==> src/sv/assert_macros.svh <==
// Assertion helpers shared by the RTL files
`ifndef ASSERT_MACROS_SVH
`define ASSERT_MACROS_SVH

// Check a property on every clock edge outside reset
`define ASSERT_CLK(label, clk, rst_n, prop, msg) \
  label: assert property (@(posedge clk) disable iff (!rst_n) (prop)) else $error(msg);

// Check that a condition never holds on a clock edge outside reset
`define ASSERT_NEVER(label, clk, rst_n, cond, msg) \
  `ASSERT_CLK(label, clk, rst_n, !(cond), msg)

`endif

==> src/sv/rvde_pkg.sv <==
`default_nettype none
package rvde_pkg;

  localparam int unsigned XLEN = 32;

  typedef enum logic [6:0] {
    OPC_REG    = 7'h33,
    OPC_IMM    = 7'h13,
    OPC_LOAD   = 7'h03,
    OPC_JALR   = 7'h67,
    OPC_STORE  = 7'h23,
    OPC_BRANCH = 7'h63,
    OPC_LUI    = 7'h37,
    OPC_AUIPC  = 7'h17,
    OPC_JAL    = 7'h6f
  } opcode_e;

  typedef enum logic [3:0] {
    ALU_ADD, ALU_SUB, ALU_AND, ALU_OR, ALU_XOR, ALU_SLL, ALU_SRL, ALU_SRA,
    ALU_SLT, ALU_MUL, ALU_DIV, ALU_REM, ALU_LUI, ALU_AUIPC
  } alu_op_e;

  localparam logic [2:0] BR_EQ = 3'd0;
  localparam logic [2:0] BR_NE = 3'd1;
  localparam logic [2:0] BR_LT = 3'd4;
  localparam logic [2:0] BR_GE = 3'd5;

  localparam logic [6:0] F7_ALT = 7'h20;
  localparam logic [6:0] F7_MUL = 7'h01;

  // Classified instruction handed from decode to execute
  typedef struct packed {
    alu_op_e     op;
    logic [31:0] op_a;
    logic [31:0] op_b;
    logic [31:0] imm;
    logic [31:0] pc;
    logic [31:0] store_data;
    logic [4:0]  dest_reg;
    logic [2:0]  funct3;
    logic [2:0]  access_size;
    logic        write_back;
    logic        mem_load;
    logic        mem_store;
    logic        cond_br;
    logic        is_jump;
    logic        is_jalr;
  } dec_t;

  typedef struct packed {
    logic [31:0] result;
    logic [4:0]  dest_reg;
    logic        write_back;
    logic        mem_load;
    logic        mem_store;
    logic [2:0]  access_size;
    logic [31:0] store_data;
    logic        cond_br;
    logic        br_taken;
    logic        redirect;
    logic [31:0] next_pc;
  } res_t;

endpackage
`default_nettype wire

==> src/sv/rvde_queue.sv <==
`default_nettype none
// Two-entry queue between decode and execute
module rvde_queue (
  input  wire logic           clk_i,
  input  wire logic           rst_ni,
  input  wire logic           valid_i,
  output logic                ready_o,
  input  wire rvde_pkg::dec_t data_i,
  output logic                valid_o,
  input  wire logic           ready_i,
  output rvde_pkg::dec_t      data_o
);
  import rvde_pkg::*;

  `include "assert_macros.svh"

  dec_t       mem_q [2];
  logic       wr_q, rd_q;
  logic [1:0] cnt_q;
  logic       push, pop;

  assign ready_o = cnt_q != 2'd2;
  assign valid_o = cnt_q != 2'd0;
  assign data_o  = mem_q[rd_q];
  assign push    = valid_i && ready_o;
  assign pop     = valid_o && ready_i;

  always_ff @(posedge clk_i or negedge rst_ni) begin
    if (!rst_ni) begin
      wr_q  <= 1'b0;
      rd_q  <= 1'b0;
      cnt_q <= 2'd0;
    end else begin
      if (push) wr_q <= !wr_q;
      if (pop)  rd_q <= !rd_q;
      cnt_q <= cnt_q + {1'b0, push} - {1'b0, pop};
    end
  end

  always_ff @(posedge clk_i) begin
    if (push) begin
      mem_q[wr_q] <= data_i;
    end
  end

  `ASSERT_CLK(a_cnt_range, clk_i, rst_ni, cnt_q <= 2'd2, "queue count out of range")
  `ASSERT_CLK(a_ptr_match, clk_i, rst_ni, (cnt_q == 2'd1) == (wr_q != rd_q),
              "queue pointers disagree with count")
  `ASSERT_CLK(a_full_hold, clk_i, rst_ni, cnt_q == 2'd2 && !ready_i |=> cnt_q == 2'd2,
              "full queue lost an entry")
endmodule
`default_nettype wire

==> config.mk <==
export PLATFORM = sky130hd
export DESIGN_NAME = rvde_queue
export DESIGN_NICKNAME = d
export VERILOG_FILES = /design/src/sv/rvde_pkg.sv /design/src/sv/rvde_queue.sv
export VERILOG_INCLUDE_DIRS = /design/src /design/src/sv
export SDC_FILE = /design/constraint.sdc
export NUM_CORES = 1
export LEC_CHECK = 0
export ABC_AREA = 0
export BUFFER_PORTS_ARGS = -buffer_cell sky130_fd_sc_hd__buf_2
export CORE_ASPECT_RATIO = 0.6
export CORE_MARGIN = 3
export CORE_UTILIZATION = 52
export DETAILED_ROUTE_END_ITERATION = 7
export PLACE_DENSITY = 0.79
export SKIP_LAST_GASP = 1
export SLEW_MARGIN = 10
export SYNTH_ARGS = -nofsm -noshare
export SYNTH_HDL_FRONTEND = slang
export SYNTH_SLANG_ARGS = --single-unit
==> constraint.sdc <==
create_clock -name clk_i -period 12.2 [get_ports clk_i]
set_input_delay 1.83 -clock clk_i [delete_from_list [all_inputs] [get_ports clk_i]]
set_output_delay 1.83 -clock clk_i [all_outputs]
set_load 0.02 [all_outputs]
# After elaboration in Yosys (flattened, before gate mapping)
# Memory sizes are Yosys's and may differ from the RTL's.
# Cells that the tools add are included.
word_totals:
  register_bits: 4
  latch_bits: 0
  ramBits: 362
  rom_bits: 0
  in_bits: 185
  wordCells: 14
  mem_count: 1
classes:
  addsub: 2
  n_mul: 0
  div: 0
  n_lt_le_gt_ge: 0
  n_eq_ne: 1
  n_shift: 0
  muxes: 2
  n_bitwise: 0
  n_reduce_logical: 5
memory_table:
  columns: ["memory", "words", "width", "read_ports", "rd_ports_with_merged_regs", "write_ports", "line", "text"]
  rows:
  - ["mem_q", 2, 181, 1, 0, 1, "rvde_queue.sv:17", "dec_t mem_q [2];"]
op_table:
  columns: ["op", "count"]
  rows:
  - ["2-bit by 1-bit adder with 2-bit output", 1]
  - ["1-bit logical AND", 2]
  - ["1-bit logical NOT", 2]
  - ["1-bit two-way mux", 2]
  - ["2-bit != test, second input constant", 1]
  - ["2-bit nonzero test", 1]
  - ["2-bit by 1-bit subtractor with 2-bit output", 1]

# Depth between registers and ports, before layout
depth:
  depth_word: 4
  mapped_depth: 5
  mapped_depth_nobuf: 5

# Least setup slack after synthesis
# No wires, ideal clock.
synth_timing:
  path_type: "input -> register"
  from: "input port valid_i"
  to: "memory mem_q[0][0] in the netlist's numbering, enable pin"
  setup_time_ps: 725
  arrival_ps: 9418
  required_ps: 11475
  path_slack_ps: 2058
  path_stages: 2
  path_buffers: 0
  cell_sequence: "nand2_1 > nor2_1"
synth_between:
  elab_chain_cells: 3
synth_rtl:
  columns: ["item", "line", "text"]
  rows:
  - ["from (decl)", "rvde_queue.sv:6", "input wire logic valid_i,"]
  - ["1-bit logical AND", "rvde_queue.sv:25", "assign push = valid_i && ready_o;"]
  - ["1-bit two-way mux", "rvde_queue.sv:41", "if (push) begin"]
  - ["1-bit two-way mux (not written as such)", "rvde_queue.sv:42", "mem_q[wr_q] <= data_i;"]
  - ["to (decl)", "rvde_queue.sv:17", null]
# Every way passes these cells.

==> impl_metrics.toml <==
[setup_path]
cpMaxStageDelayCell = "sky130_fd_sc_hd__buf_4"
critical_path.top_delay_family = "buffers and inverters"
critical_path.max_stage_delay_ns = 0.85
critical_path.max_fanout = 75
criticalPathCategory = "reg -> out"
critPathRequiredTime_ns = 10.37
reg2regPathDepth = 5
cp.arrival_ns = 2.87
timing.critical_path.to_type = "output port"
reg2reg_from = "cnt_q[0]$_DFF_PN0_"
worstPathCellList = "buf_4 > mux2_2 > buf_2"
worstSetupStartpointType = "register"
reg2reg_slack_ns = 9.62
critPathBufInv = 2
worstReg2RegEnd = "mem_q[0][101]$_DFFE_PP_"

[synthesis]
synth_top_area_cell = "sky130_fd_sc_hd__edfxtp_1"
synthesis.area_per_instance_sq_um = 22.82
netlist.area_leader.share = 0.8143
synth.lib_cells_used.distinct = 18
share_of_synthesized_area_occupied_by_flip_flops_and_latches = 0.8218
synthesized_instance_count = 585
synthTopCellsByArea = "sky130_fd_sc_hd__edfxtp_1, sky130_fd_sc_hd__mux2_2, sky130_fd_sc_hd__buf_6"
synth.ff_latch_count = 366
syn-num-nets = 771
yosys_warnings = 0
synth_area_sq_um = 13350

[timing]
slew-limit-headroom = 0.3017
clock.fmax_mhz = 212.8
hold_violations_final = 0
final_clock_period_utilization_by_the_worst_path = 0.3852
final.setup_skew_ns = 0.008571
shortest_clock_period_the_worst_path_allows_after_layout_ns = 4.700
grt_setup_unrepaired = "false"
finalSetupTns_ns = 0
setup_violations = 0
tightest_slew_ns = 1.048
report.final.slew_viol_count = 0

[global_route]
via_count_of_the_first_global_routing_pass = 6770
grt_pass1_wl_um = 39040
grt_start_max_net_pins = 76
global_route.overflow_total = 0
antenna_found_initial = 10
gr_usage_total = 0.1898

[min_path]
whs_path_depth = 1
worstHoldEndpoint = "wr_q$_DFFE_PN0P_"
worst_hold_startpoint = "wr_q$_DFFE_PN0P_"
min-delay-path-class = "reg -> reg"

[routing]
drt-pass1-iter-count = 4
post_drt_via_cell_ratio = 5.171
ant_nets = 0
drt_first_iter_violations = 535
detail_route.wirelength_um = 27850
average_wire_length_per_cell_after_detail_routing_um = 21.08
route.vias.total = 6831
drt_drc_violations_left = 0

[finish]
layout.cells.most_common_list = "sky130_fd_sc_hd__buf_2, sky130_fd_sc_hd__edfxtp_1, sky130_fd_sc_hd__mux2_2"
drive_gt1_frac = 0.6038
register_area_sq_um = 10970
layout.cells.most_common = "sky130_fd_sc_hd__buf_2"
area_growth_pct = 22.93
design.final.nets = 1158
fillerInstances = 1638
finalCoreUtilization = 0.6638
area_occupied_by_multi_input_gates_sq_um = 2172

[clocking]
cts_max_path_buffers = 3
cts_post_setup_buffers_inserted = 0
clk_root_buffer_cell = "sky130_fd_sc_hd__clkbuf_16"
cts_hold_buf = 0
cts.repair.resized = 0
worstSkewPairLatency_ns = 0.56
num_cts_buffers = 31
cts_sinks = 366
cts_tree = "yes"
clock_tree.htree_level_count = 1
clock_pin_slew_on_the_worst_setup_and_hold_paths_ns = 0.07

[power]
cellLeakagePower_nw = 6.122
power.density_cell_area_nw_per_um2 = 250.1
peakVddDrop_uv = 183.5

[placement]
finalWeightedCongestion = 0.8041
port_buffers = 367
dp_hpwl_um = 18790

[job]
maxCapViolCount = 0

[outcome]
run_status = "complete, no violations"

[floorplanning]
rows = 44
floorplan_die_area_sq_um = 27690
ioPinCount = 368
die_y_um = 130.1
floorplan.initialDensity = 0.5400
die_x_um = 212.8
core-area_sq_um = 24720
-- power breakdown --
group | total [mW] | switching, mW | internal (mW)
Combinational | 1.35 | 0.841 | 0.508
Sequential | 1.81 | 0.0883 | 1.72
Clock | 0.943 | 0.420 | 0.524
-- worst reg2reg max path: cells and delay by family, from the launching register on --
family | cells | cell delay (ns)
AND/OR/NAND/NOR | 3 | 0.40
buffers and inverters | 2 | 1.35
flip-flops | 1 | 0.42
-- how the worst max path moves through the flow --
stage	from	endpoint	cells past startpoint
global route	rd_q$_DFFE_PN0P_	data_o[163]	3
global placement	rd_q$_DFFE_PN0P_	data_o[168]	3
CTS	rd_q$_DFFE_PN0P_	data_o[163]	3
finish	rd_q$_DFFE_PN0P_	data_o[163]	3
floorplan	valid_i	mem_q[0][0]$_DFFE_PP_	2
detailed placement	rd_q$_DFFE_PN0P_	data_o[163]	3
-- per-stage QoR --
| stage | hold WS [ns] | cells | power, mW | area (sq um) | setup WS [ns] |
|---|---|---|---|---|---|
| finish | 0.5756 | 1321 | 4.103 | 16410 | 7.500 |
| global route | 0.5877 | 1320 | 4.287 | 16410 | 7.360 |
| CTS | 0.5763 | 1319 | 4.144 | 16400 | 7.476 |
| detailed placement | 0.5670 | 1261 | 3.195 | 15440 | 8.088 |
| global placement | 0.5368 | 1261 | 3.178 | 15440 | 8.094 |
| floorplan | 0.4600 | 585 | 2.835 | 13350 | 2.058 |
-- metal layers --
layer,track usage,wire [um],vias to the layer above
met1,0.2420,11060,3337
met3,0.08650,3087,61
li1,-,-,3116
met2,0.3022,12960,301
met4,0.04572,634,16
met5,0,102,-
-- sequential cells by signal, indices dropped and copies added, names as in the netlist --
name	count
rd_q	1
wr_q	1
mem_q	362
cnt_q	2
-- cells in the mapped netlist --
cell / instances
sky130_fd_sc_hd__nor4bb_1: 1
sky130_fd_sc_hd__buf_4: 2
sky130_fd_sc_hd__nand3_1: 1
sky130_fd_sc_hd__nand2_1: 2
sky130_fd_sc_hd__buf_6: 18
sky130_fd_sc_hd__o21ai_0: 1
sky130_fd_sc_hd__edfxtp_1: 362
sky130_fd_sc_hd__mux2_2: 181
sky130_fd_sc_hd__nand2b_1: 1
sky130_fd_sc_hd__ha_1: 1
sky130_fd_sc_hd__xnor2_1: 3
sky130_fd_sc_hd__o21ba_2: 1
sky130_fd_sc_hd__nor2_1: 3
sky130_fd_sc_hd__a311oi_1: 1
sky130_fd_sc_hd__and3_2: 1
sky130_fd_sc_hd__dfrtp_1: 4
sky130_fd_sc_hd__or2_2: 1
sky130_fd_sc_hd__nor2b_1: 1
-- kinds of logic after synthesis --
group | count (synthesis) | share of synthesized area
and+or+nand+nor | 11 | 0.004500
adders and majority gates | 1 | 0.0009371
buffers and inverters | 20 | 0.01631
muxes | 181 | 0.1527
AOI/OAI and AO/OA | 3 | 0.001781
DFF | 366 | 0.8218
xor gates and xnor gates | 3 | 0.001969
-- cell type report --
class	instances	area share
repair buffers	374	0.1151
clock inverters	14	0.007396
clock buffers	44	0.05147
diodes	2	0.0003050
well taps	322	0.02455
multi-input cells	199	0.1324
flip-flops and latches	366	0.6688
Power figures use the tool's default switching activity.
