### src/sv/assert_macros.svh
// Assertion helpers shared by the RTL files
`ifndef ASSERT_MACROS_SVH
`define ASSERT_MACROS_SVH

// Check a property on every clock edge outside reset
`define ASSERT_CLK(label, clk, rst_n, prop, msg) \
  label: assert property (@(posedge clk) disable iff (!rst_n) (prop)) else $error(msg);

// Check that a condition never holds on a clock edge outside reset
`define ASSERT_NEVER(label, clk, rst_n, cond, msg) \
  `ASSERT_CLK(label, clk, rst_n, !(cond), msg)

`endif

### src/sv/rvde_pkg.sv
`default_nettype none
package rvde_pkg;

  localparam int unsigned XLEN = 32;

  typedef enum logic [6:0] {
    OPC_REG    = 7'h33,
    OPC_IMM    = 7'h13,
    OPC_LOAD   = 7'h03,
    OPC_JALR   = 7'h67,
    OPC_STORE  = 7'h23,
    OPC_BRANCH = 7'h63,
    OPC_LUI    = 7'h37,
    OPC_AUIPC  = 7'h17,
    OPC_JAL    = 7'h6f
  } opcode_e;

  typedef enum logic [3:0] {
    ALU_ADD, ALU_SUB, ALU_AND, ALU_OR, ALU_XOR, ALU_SLL, ALU_SRL, ALU_SRA,
    ALU_SLT, ALU_MUL, ALU_DIV, ALU_REM, ALU_LUI, ALU_AUIPC
  } alu_op_e;

  localparam logic [2:0] BR_EQ = 3'd0;
  localparam logic [2:0] BR_NE = 3'd1;
  localparam logic [2:0] BR_LT = 3'd4;
  localparam logic [2:0] BR_GE = 3'd5;

  localparam logic [6:0] F7_ALT = 7'h20;
  localparam logic [6:0] F7_MUL = 7'h01;

  // Classified instruction handed from decode to execute
  typedef struct packed {
    alu_op_e     op;
    logic [31:0] op_a;
    logic [31:0] op_b;
    logic [31:0] imm;
    logic [31:0] pc;
    logic [31:0] store_data;
    logic [4:0]  dest_reg;
    logic [2:0]  funct3;
    logic [2:0]  access_size;
    logic        write_back;
    logic        mem_load;
    logic        mem_store;
    logic        cond_br;
    logic        is_jump;
    logic        is_jalr;
  } dec_t;

  typedef struct packed {
    logic [31:0] result;
    logic [4:0]  dest_reg;
    logic        write_back;
    logic        mem_load;
    logic        mem_store;
    logic [2:0]  access_size;
    logic [31:0] store_data;
    logic        cond_br;
    logic        br_taken;
    logic        redirect;
    logic [31:0] next_pc;
  } res_t;

endpackage
`default_nettype wire

### src/sv/rvde_decode.sv
`default_nettype none
// Front end: decode the word, build immediates and pick operands
module rvde_decode (
  input  wire logic        clk_i,
  input  wire logic        rst_ni,
  input  wire logic        valid_i,
  output logic             ready_o,
  input  wire logic [31:0] instruction_i,
  input  wire logic [31:0] fetch_pc_i,
  input  wire logic [31:0] rs1_value_i,
  input  wire logic [31:0] rs2_value_i,
  output logic             valid_o,
  input  wire logic        ready_i,
  output rvde_pkg::dec_t   dec_o
);
  import rvde_pkg::*;

  logic   [6:0] opc, f7;
  logic   [2:0] f3;
  logic         use_imm;
  dec_t         dec_d, dec_q;
  logic         valid_q;

  assign opc = instruction_i[6:0];
  assign f3  = instruction_i[14:12];
  assign f7  = instruction_i[31:25];

  // Classify the opcode
  always_comb begin
    dec_d = '0;
    use_imm = 1'b0;
    dec_d.op = ALU_ADD;
    dec_d.pc = fetch_pc_i;
    dec_d.store_data = rs2_value_i;
    dec_d.dest_reg = instruction_i[11:7];
    dec_d.funct3 = f3;
    unique case (opc)
      OPC_REG: begin
        dec_d.write_back = 1'b1;
        case (f3)
          3'd1: dec_d.op = ALU_SLL;
          3'd2: dec_d.op = ALU_SLT;
          3'd4: dec_d.op = ALU_XOR;
          3'd5: dec_d.op = (f7 & F7_ALT) != 7'd0 ? ALU_SRA : ALU_SRL;
          3'd6: dec_d.op = ALU_OR;
          3'd7: dec_d.op = ALU_AND;
          3'd0: dec_d.op = (f7 & F7_ALT) != 7'd0 ? ALU_SUB : ALU_ADD;
          default: dec_d.op = ALU_ADD;
        endcase
        if (f7 == F7_MUL) begin
          if (f3 == 3'd0) dec_d.op = ALU_MUL;
          else if (f3 == 3'd4) dec_d.op = ALU_DIV;
          else if (f3 == 3'd6) dec_d.op = ALU_REM;
        end
      end
      OPC_IMM, OPC_LOAD, OPC_JALR: begin
        dec_d.write_back = 1'b1;
        use_imm = 1'b1;
        dec_d.imm = {{20{instruction_i[31]}}, instruction_i[31:20]};
        if (opc == OPC_LOAD) begin
          dec_d.mem_load = 1'b1;
          dec_d.access_size = f3;
        end else if (opc == OPC_JALR) begin
          dec_d.is_jump = 1'b1;
          dec_d.is_jalr = 1'b1;
        end else begin
          case (f3)
            3'd1: dec_d.op = ALU_SLL;
            3'd4: dec_d.op = ALU_XOR;
            3'd6: dec_d.op = ALU_OR;
            3'd7: dec_d.op = ALU_AND;
            default: dec_d.op = ALU_ADD;
          endcase
        end
      end
      OPC_STORE: begin
        dec_d.mem_store = 1'b1;
        use_imm = 1'b1;
        dec_d.imm = {{20{instruction_i[31]}}, instruction_i[31:25], instruction_i[11:7]};
        dec_d.access_size = f3;
      end
      OPC_BRANCH: begin
        dec_d.cond_br = 1'b1;
        dec_d.imm = {{19{instruction_i[31]}}, instruction_i[31], instruction_i[7],
                     instruction_i[30:25], instruction_i[11:8], 1'b0};
        dec_d.op = alu_op_e'({1'b0, f3});
      end
      OPC_LUI, OPC_AUIPC: begin
        dec_d.write_back = 1'b1;
        use_imm = 1'b1;
        dec_d.imm = {instruction_i[31:12], 12'd0};
        dec_d.op = (opc == OPC_LUI) ? ALU_LUI : ALU_AUIPC;
      end
      OPC_JAL: begin
        dec_d.write_back = 1'b1;
        dec_d.is_jump = 1'b1;
        dec_d.imm = {{11{instruction_i[31]}}, instruction_i[31], instruction_i[19:12],
                     instruction_i[20], instruction_i[30:21], 1'b0};
      end
      default: ;
    endcase
    dec_d.op_a = rs1_value_i;
    dec_d.op_b = use_imm ? dec_d.imm : rs2_value_i;
  end

  // Output register, advance when empty or taken
  assign ready_o = !valid_q || ready_i;
  assign valid_o = valid_q;
  assign dec_o   = dec_q;

  always_ff @(posedge clk_i or negedge rst_ni) begin
    if (!rst_ni) begin
      valid_q <= 1'b0;
    end else if (ready_o) begin
      valid_q <= valid_i;
    end
  end

  always_ff @(posedge clk_i) begin
    if (ready_o && valid_i) begin
      dec_q <= dec_d;
    end
  end
endmodule
`default_nettype wire

### config.mk
export PLATFORM = sky130hd
export DESIGN_NAME = rvde_decode
export DESIGN_NICKNAME = d
export VERILOG_FILES = /design/src/sv/assert_macros.svh /design/src/sv/rvde_pkg.sv /design/src/sv/rvde_decode.sv
export SDC_FILE = /design/constraint.sdc
export NUM_CORES = 1
export LEC_CHECK = 0
export BUFFER_PORTS_ARGS = -buffer_cell sky130_fd_sc_hd__buf_2
export CAP_MARGIN = 20
export CORE_UTILIZATION = 45
export CTS_BUF_LIST = sky130_fd_sc_hd__clkbuf_8
export DETAILED_ROUTE_END_ITERATION = 12
export PLACE_DENSITY = 0.78
export SYNTH_ARGS = -nofsm -noshare
export SYNTH_HDL_FRONTEND = slang
export SYNTH_SLANG_ARGS = --single-unit
### constraint.sdc
create_clock -name clk_i -period 7.1 [get_ports clk_i]
set_clock_uncertainty 0.2 [all_clocks]
set_input_delay 1.065 -clock clk_i [delete_from_list [all_inputs] [get_ports clk_i]]
set_output_delay 1.065 -clock clk_i [all_outputs]
set_load 0.02 [all_outputs]
* Word-level counts from Yosys, hierarchy flattened *
Cells that the tools add are included.

word-level totals
  memory bits (writable) = 0
  memories kept = 0
  output and inout port bits = 183
  bits in latches = 0
  input port bits = 132
  flip-flop bits (word level) = 182
  memory bits (read-only) = 0

operators by class
  $lt $le $gt $ge = 0
  bitwise operators = 1
  equality and inequality tests = 16
  reduce and logical (&&, ||, !) cells = 9
  muxes and demuxes = 24
  multipliers = 0
  shift-type cells = 0
  divide/modulo/power cells = 0
  add/subtract/negate cells = 0

operators by type and width
  cell                number
  $pmux 32 s5         1
  $mux 32             1
  $pmux 4 s7          1
  $mux 4              6
  $eq 7x6->1 const B  3
  $eq 7x7->1 const B  3
  $pmux 4 s4          1
  $eq 7x5->1 const B  2
  $eq 3x3->1 const B  4
  $pmux 3 s4          1
  $mux 1              8
  $eq 7x1->1 const B  1
  $eq 7x2->1 const B  1
  $reduce_or 7->1     1
  $pmux 3 s2          1
  $reduce_or 6->1     1
  $mux 2              2
  $reduce_or 2->1     2
  $eq 3x1->1 const B  1
  $eq 3x2->1 const B  1
  $logic_not 3->1     1
  $mux 3              1
  $reduce_or 3->1     1
  $pmux 1 s2          1
  other kinds (4)     4

* Longest topological paths before layout *
Gate-level depths: netlist (run 1).

  word-level depth = 7
  mapped depth = 7
  mapped depth without buffers = 4

* Worst setup path after synthesis (run 1) *
No wires, ideal clock.

  path type = input to register
  start = input ready_i
  end = register dec_q, in the netlist dec_o[0] (enable)
  data arrival time = 5,496 ps
  path slack = 842 ps
  buffers on the path = 0
  setup time = 563 ps
  stages = 2
  cell sequence = nand2b_1 > and2_1

on the way
  cells in the longest elaborated chain, start to end = 2

ends and longest elaborated chain
  what                  line                text
  start, declared       rvde_decode.sv:13   input wire logic ready_i,
  $logic_or 1x1->1      rvde_decode.sv:107  assign ready_o = !valid_q || ready_i;
  $logic_and 1x1->1     rvde_decode.sv:120  if (ready_o && valid_i) begin
  end signal, assigned  rvde_decode.sv:121  dec_q <= dec_d;
  end, declared         rvde_decode.sv:21   dec_t dec_d, dec_q;

No other way between the ends.
A chain may end at the register's enable or synchronous reset.

==> impl_metrics.yaml, run 1 <==
outcome:
  status: "complete, no violations"
power_and_ir_drop:
  vdd_ir_drop_max_mv: 0.1249
  p_leak_nw: 3.767
  p_int_mw: 1.717
  switchingPower_mw: 0.5538
  p_sw_share_pct: 24.39
  p_seq_share_pct: 55.7
  power_density_nw_per_um2: 255.2
  power_mw: 2.271
  pwr-share-clk_pct: 33.5
  p_comb_share_pct: 10.8
timing:
  finalHoldViolations: 0
  slew_headroom_pct: 34.67
  setup_viol: 0
  layout_setup_ws_ns: 4.097
  hold_slack_ns: 0.1557
  period_share_pct: 42.29
  maxSlewViolCount: 0
  tightest_slew_ns: 0.9709
  fmax_mhz: 333.0
  fin_crit_ns: 3.003
  rsz0062_at_grt: "no"
  finalSetupTns_ns: 0
worst_hold_path:
  hp-class: "in -> async"
critical_path:
  crit_path_top_delay_cell: "a31oi_4"
  critical_path.endpoint_type: "flop"
  crit_fanout: 32
  critical_path.top_delay_family: "buffers and inverters"
  critical_path_class: "in -> reg"
  cp.depth: 5
  cp_cell_sequence: "buf_2 -> nand4b_2 -> a31oi_4 -> buf_4 -> mux2_2"
  cp.buffers_inverters: 2
  rr_worst_depth: 4
  startpoint_type: "input pin"
  required_ns: 7.10
  critPathMaxStageDelay_ns: 0.54
  worstPathArrival_ns: 3.00
global_routing:
  grt.overflow.total: 0
  grt_pass1_vias: 4272
  grt_pass1_wl_um: 23400
  grtUsageTotal_pct: 21.50
  antenna_found_initial: 3
  grt_max_degree: 89
final_layout:
  final_cell_mix: "buf_2 (314), edfxtp_1 (181), nand2_1 (25)"
  synthToLayoutAreaGrowth_pct: 32.93
  layout_commonest_cell: "buf_2"
  drive_gt1_share_pct: 54.98
  regArea_um2: 5460
  fin_nets: 812
  multi_input_area_um2: 1129
  n_fill_cell: 1136
clocking:
  cts.path.max_buffers: 2
  clk_latency_ns: 0.46
  post_cts_resized: 0
  cts_root_buf: "clkbuf_8"
  cts_htree_levels: 4
  clk_pin_slew_ns: 0.10
  cts_tree: "yes"
  post_cts_buffers: 0
  hold_buffers: 0
  cts_num_sinks: 182
  numCtsBuffers: 17
drt:
  first_iter_violations: 284
  ant_nets: 0
  post_drt_wl_per_cell_um: 19.63
  drtPass1Iterations: 4
  post-route-drc-count: 0
  dr_total_vias: 4553
  vias_per_cell: 5.174
  wl_um: 17280
yosys:
  ys_warn_count: 0
  postSynthAreaPerCell_um2: 18.70
  synth_edf_count: 181
  yosysUniqueCellTypes: 54
  async_reset_ff_share_pct: 0.5495
  synth_area_um2: 6694
  synth_ff_type: "edfxtp_1"
  ys_seq_elements: 182
  syn-num-nets: 490
  yosysSeqAreaShare_pct: 81.57
  synth_cells: 358
die:
  die_h_um: 124.0
  rows: 44
  die_w_um: 124.0
  core_um2: 14530
  io_pins: 315
  start_util_pct: 46.06
  dieArea_um2: 15370
place:
  portBuffers: 314
  dp_hpwl_um: 12760
  preCtsSetupSlack_ns: 3.503
  place_congestion: 0.9257
flow_run:
  drv_cap: 0
-- power groups by stage --
stage | clock, mW | combinational (mW) | sequential [mW]
3_5_place_dp | 0 | 0.244 | 1.29
4_1_cts | 0.773 | 0.244 | 1.27
6_report | 0.761 | 0.246 | 1.26
5_1_grt | 0.811 | 0.262 | 1.27
2_1_floorplan | 0 | 0.0571 | 1.37
3_3_place_gp | 0 | 0.239 | 1.29
-- worst paths after layout --
kind | from | to | slack, ns
max | instruction_i[2] | dec_o[121] | 4.10
min reg2reg | valid_o | valid_o | 0.36
min | rst_ni | valid_o | 0.16
max reg2reg | valid_o | dec_o[3] | 4.57
min in group clk_i | valid_o | valid_o | 0.36
max in group asynchronous | rst_ni | valid_o | 6.46
-- state kept, by name, summed over array words and instances (netlist names) --
register	count
dec_o	181
valid_o	1
-- routing by layer --
metal,wire length (µm),up-vias,global-route usage (%)
met5,0,-,0
li1,-,2055,-
met1,6544,2268,24.82
met3,1028,32,4.579
met4,517,0,11.16
met2,9186,198,37.57
-- cells in the mapped netlist (all sizes together), types with 2 or more instances --
library cell,n,area share (%)
nor4,4,0.47
o21bai,2,0.22
and3,6,0.56
a31oi,13,1.4
a211o,2,0.26
and2,5,0.47
a2111oi,2,0.26
nand4b,3,0.49
clkbuf,3,0.19
a21oi,6,0.73
nand2b,4,0.37
nand3,3,0.22
buf,12,1.2
a21o,10,1.1
nand2,25,1.4
o21ai,2,0.15
or3b,2,0.30
edfxtp,181,81
a22o,5,0.65
nor2,16,0.90
nand3b,4,0.64
or2,2,0.19
mux2,19,3.2
nor3,5,0.37
inv,4,0.22
-- layout make-up --
cell class              count  share of cell area [%]
repair buffers            318                   18.22
well taps                 184                   2.587
multi-input cells         157                   12.68
diodes                      3                 0.08436
clock inverters            15                   2.264
clock buffers              17                   2.629
flip-flops and latches    182                   61.36
inverters                   4                  0.1687
-- stage by stage --
step | cell area, µm² | utilization [%] | instances
2_1_floorplan | 6694 | - | 358
3_3_place_gp | 8428 | 57.99 | 844
3_5_place_dp | 8428 | 57.99 | 844
4_1_cts | 8864 | 60.98 | 876
5_1_grt | 8899 | 61.23 | 880
6_report | 8899 | 61.23 | 880
-- cells by family (layout without fill, tap and decap cells) --
| group | count (synthesis) | count (layout) | share of synthesized area, % |
|---|---|---|---|
| multiplexers | 19 | 19 | 3.196 |
| other | 0 | 3 | 0 |
| AO/OA/AOI/OAI | 50 | 50 | 6.206 |
| XOR/XNOR | 1 | 1 | 0.1309 |
| AND/OR/NAND/NOR | 87 | 87 | 7.290 |
| buffers and inverters | 19 | 354 | 1.607 |
| flip-flops | 182 | 182 | 81.57 |
Note: power is estimated with default switching activity, not from simulation.
==> run 2, diff against run 1 <==
==> constraint.sdc (replaced) <==
create_clock -name clk_i -period 2.85 [get_ports clk_i]
set_clock_uncertainty 0.2 [all_clocks]
set_input_delay 0.4275 -clock clk_i [delete_from_list [all_inputs] [get_ports clk_i]]
set_output_delay 0.4275 -clock clk_i [all_outputs]
set_load 0.02 [all_outputs]
==> impl_metrics.yaml, run 2 (same netlist as run 1, synthesis figures left out) <==
die:
  core_um2: 14530
  start_util_pct: 46.06
  dieArea_um2: 15370
  die_w_um: 124.0
  io_pins: 315
  die_h_um: 124.0
  rows: 44
clocking:
  cts_root_buf: "clkbuf_8"
  post_cts_resized: 0
  post_cts_buffers: 0
  cts_num_sinks: 182
  clk_pin_slew_ns: 0.09
  numCtsBuffers: 17
  clk_latency_ns: 0.45
  hold_buffers: 103
  cts_tree: "yes"
  cts_htree_levels: 4
  cts.path.max_buffers: 2
global_routing:
  grt_max_degree: 47
  grt_pass1_vias: 4821
  grtUsageTotal_pct: 23.79
  antenna_found_initial: 3
  grt.overflow.total: 0
  grt_pass1_wl_um: 25960
place:
  dp_hpwl_um: 12580
  place_congestion: 0.8655
  portBuffers: 314
  preCtsSetupSlack_ns: 0.5223
  place_inst: 854
critical_path:
  required_ns: 2.79
  startpoint_type: "input pin"
  critical_path.endpoint_type: "flop"
  regToRegSetupSlack_ns: 1.00
  cp.buffers_inverters: 3
  cp_cell_sequence: "dlygate4sd3_1 -> buf_2 -> and2_4 -> buf_12"
  critPathMaxStageDelay_ns: 0.52
  worstPathArrival_ns: 1.86
  crit_path_top_delay_cell: "dlygate4sd3_1"
  critical_path.top_delay_family: "buffers and inverters"
  critical_path_class: "in -> reg"
  crit_fanout: 46
timing:
  setup_viol: 0
  layout_setup_ws_ns: 0.9293
  finalSetupTns_ns: 0
  tightest_slew_ns: 0.5351
  slew_headroom_pct: 63.40
  fmax_mhz: 520.6
  rsz0062_at_grt: "no"
  finalHoldViolations: 0
  fin_crit_ns: 1.921
  period_share_pct: 67.39
  maxSlewViolCount: 0
drt:
  post_drt_wl_per_cell_um: 19.17
  post-route-drc-count: 0
  dr_total_vias: 5039
  first_iter_violations: 253
  wl_um: 19030
  vias_per_cell: 5.075
  ant_nets: 0
  drtPass1Iterations: 6
final_layout:
  largest_reg_flops: 181
  n_fill_cell: 955
  regArea_um2: 5460
  multi_input_area_um2: 1129
  synthToLayoutAreaGrowth_pct: 48.75
  final_cell_mix: "buf_2 (314), edfxtp_1 (181), dlygate4sd3_1 (103)"
  fin_nets: 924
  layout_commonest_cell: "buf_2"
  drive_gt1_share_pct: 48.51
  fin_cells: 993
worst_hold_path:
  hp-class: "in -> reg"
power_and_ir_drop:
  p_leak_nw: 4.219
  power_mw: 5.504
  power_density_nw_per_um2: 552.8
  vdd_ir_drop_max_mv: 0.2965
flow_run:
  drv_cap: 0
outcome:
  status: "complete, no violations"
## run 2: changes by cell type in the layout (fill, tap and decap cells not counted), sizes merged
| cell | previous run | this run |
|---|---|---|
| buf | 318 | 327 |
| clkinv | 2 | 5 |
| clkinvlp | 4 | 3 |
| bufinv | 4 | 1 |
| dlygate4sd3 | 0 | 103 |
| diode | 3 | 5 |
## run 2: path summary, 6_finish.rpt
path,from,end,cells after the start
max,valid_i,dec_o[9],4
min,instruction_i[14],dec_o[11],1
max reg2reg,valid_o,dec_o[9],3
min reg2reg,valid_o,valid_o,2
max in group asynchronous,rst_ni,valid_o,2
min in group asynchronous,rst_ni,valid_o,2
## run 2: layer usage
metal / share of wire, % / up-vias / global-route usage (%) / routed length (µm)
met4: 2.6 / 0 / 11.38 / 486
met3: 5.9 / 35 / 4.396 / 1122
met5: 0 / - / 0 / 0
met1: 36 / 2491 / 25.95 / 6816
met2: 56 / 233 / 44.24 / 10610
li1: - / 2280 / - / -
## run 2: per-stage QoR
step | util (%) | cell area [µm²] | hold WS, ns
finish | 68.51 | 9957 | 0.04941
global route | 68.47 | 9952 | 0.05164
CTS | 68.42 | 9945 | 0.02041
detailed placement | 58.85 | 8553 | 0.003183
global placement | 58.85 | 8553 | 0.002054
floorplan | - | 6696 | -0.06809
## run 2: layout make-up
| class | instances | area share (%) |
|---|---|---|
| sequential | 182 | 54.84 |
| timing repair buffer | 430 | 27.62 |
| inverter | 4 | 0.1508 |
| clock buffer | 17 | 2.350 |
| clock inverter | 14 | 1.269 |
| tap | 184 | 2.312 |
| multi-input combinational | 157 | 11.33 |
| antenna | 5 | 0.1257 |
## run 2: worst register-to-register path: stages, from the launching register on
cell and delay [ns]:
dfrtp_1 0.39, nand2b_1 0.11, and2_4 0.47, buf_12 0.34
## run 2: power by group
group / internal [mW] / leakage, nW / total, mW / switching [mW]
clock: 0.691 / 0.178 / 1.61 / 0.915
combinational: 0.308 / 2.28 / 0.745 / 0.436
sequential: 3.11 / 1.76 / 3.15 / 0.0429
total: 4.11 / 4.22 / 5.50 / 1.39
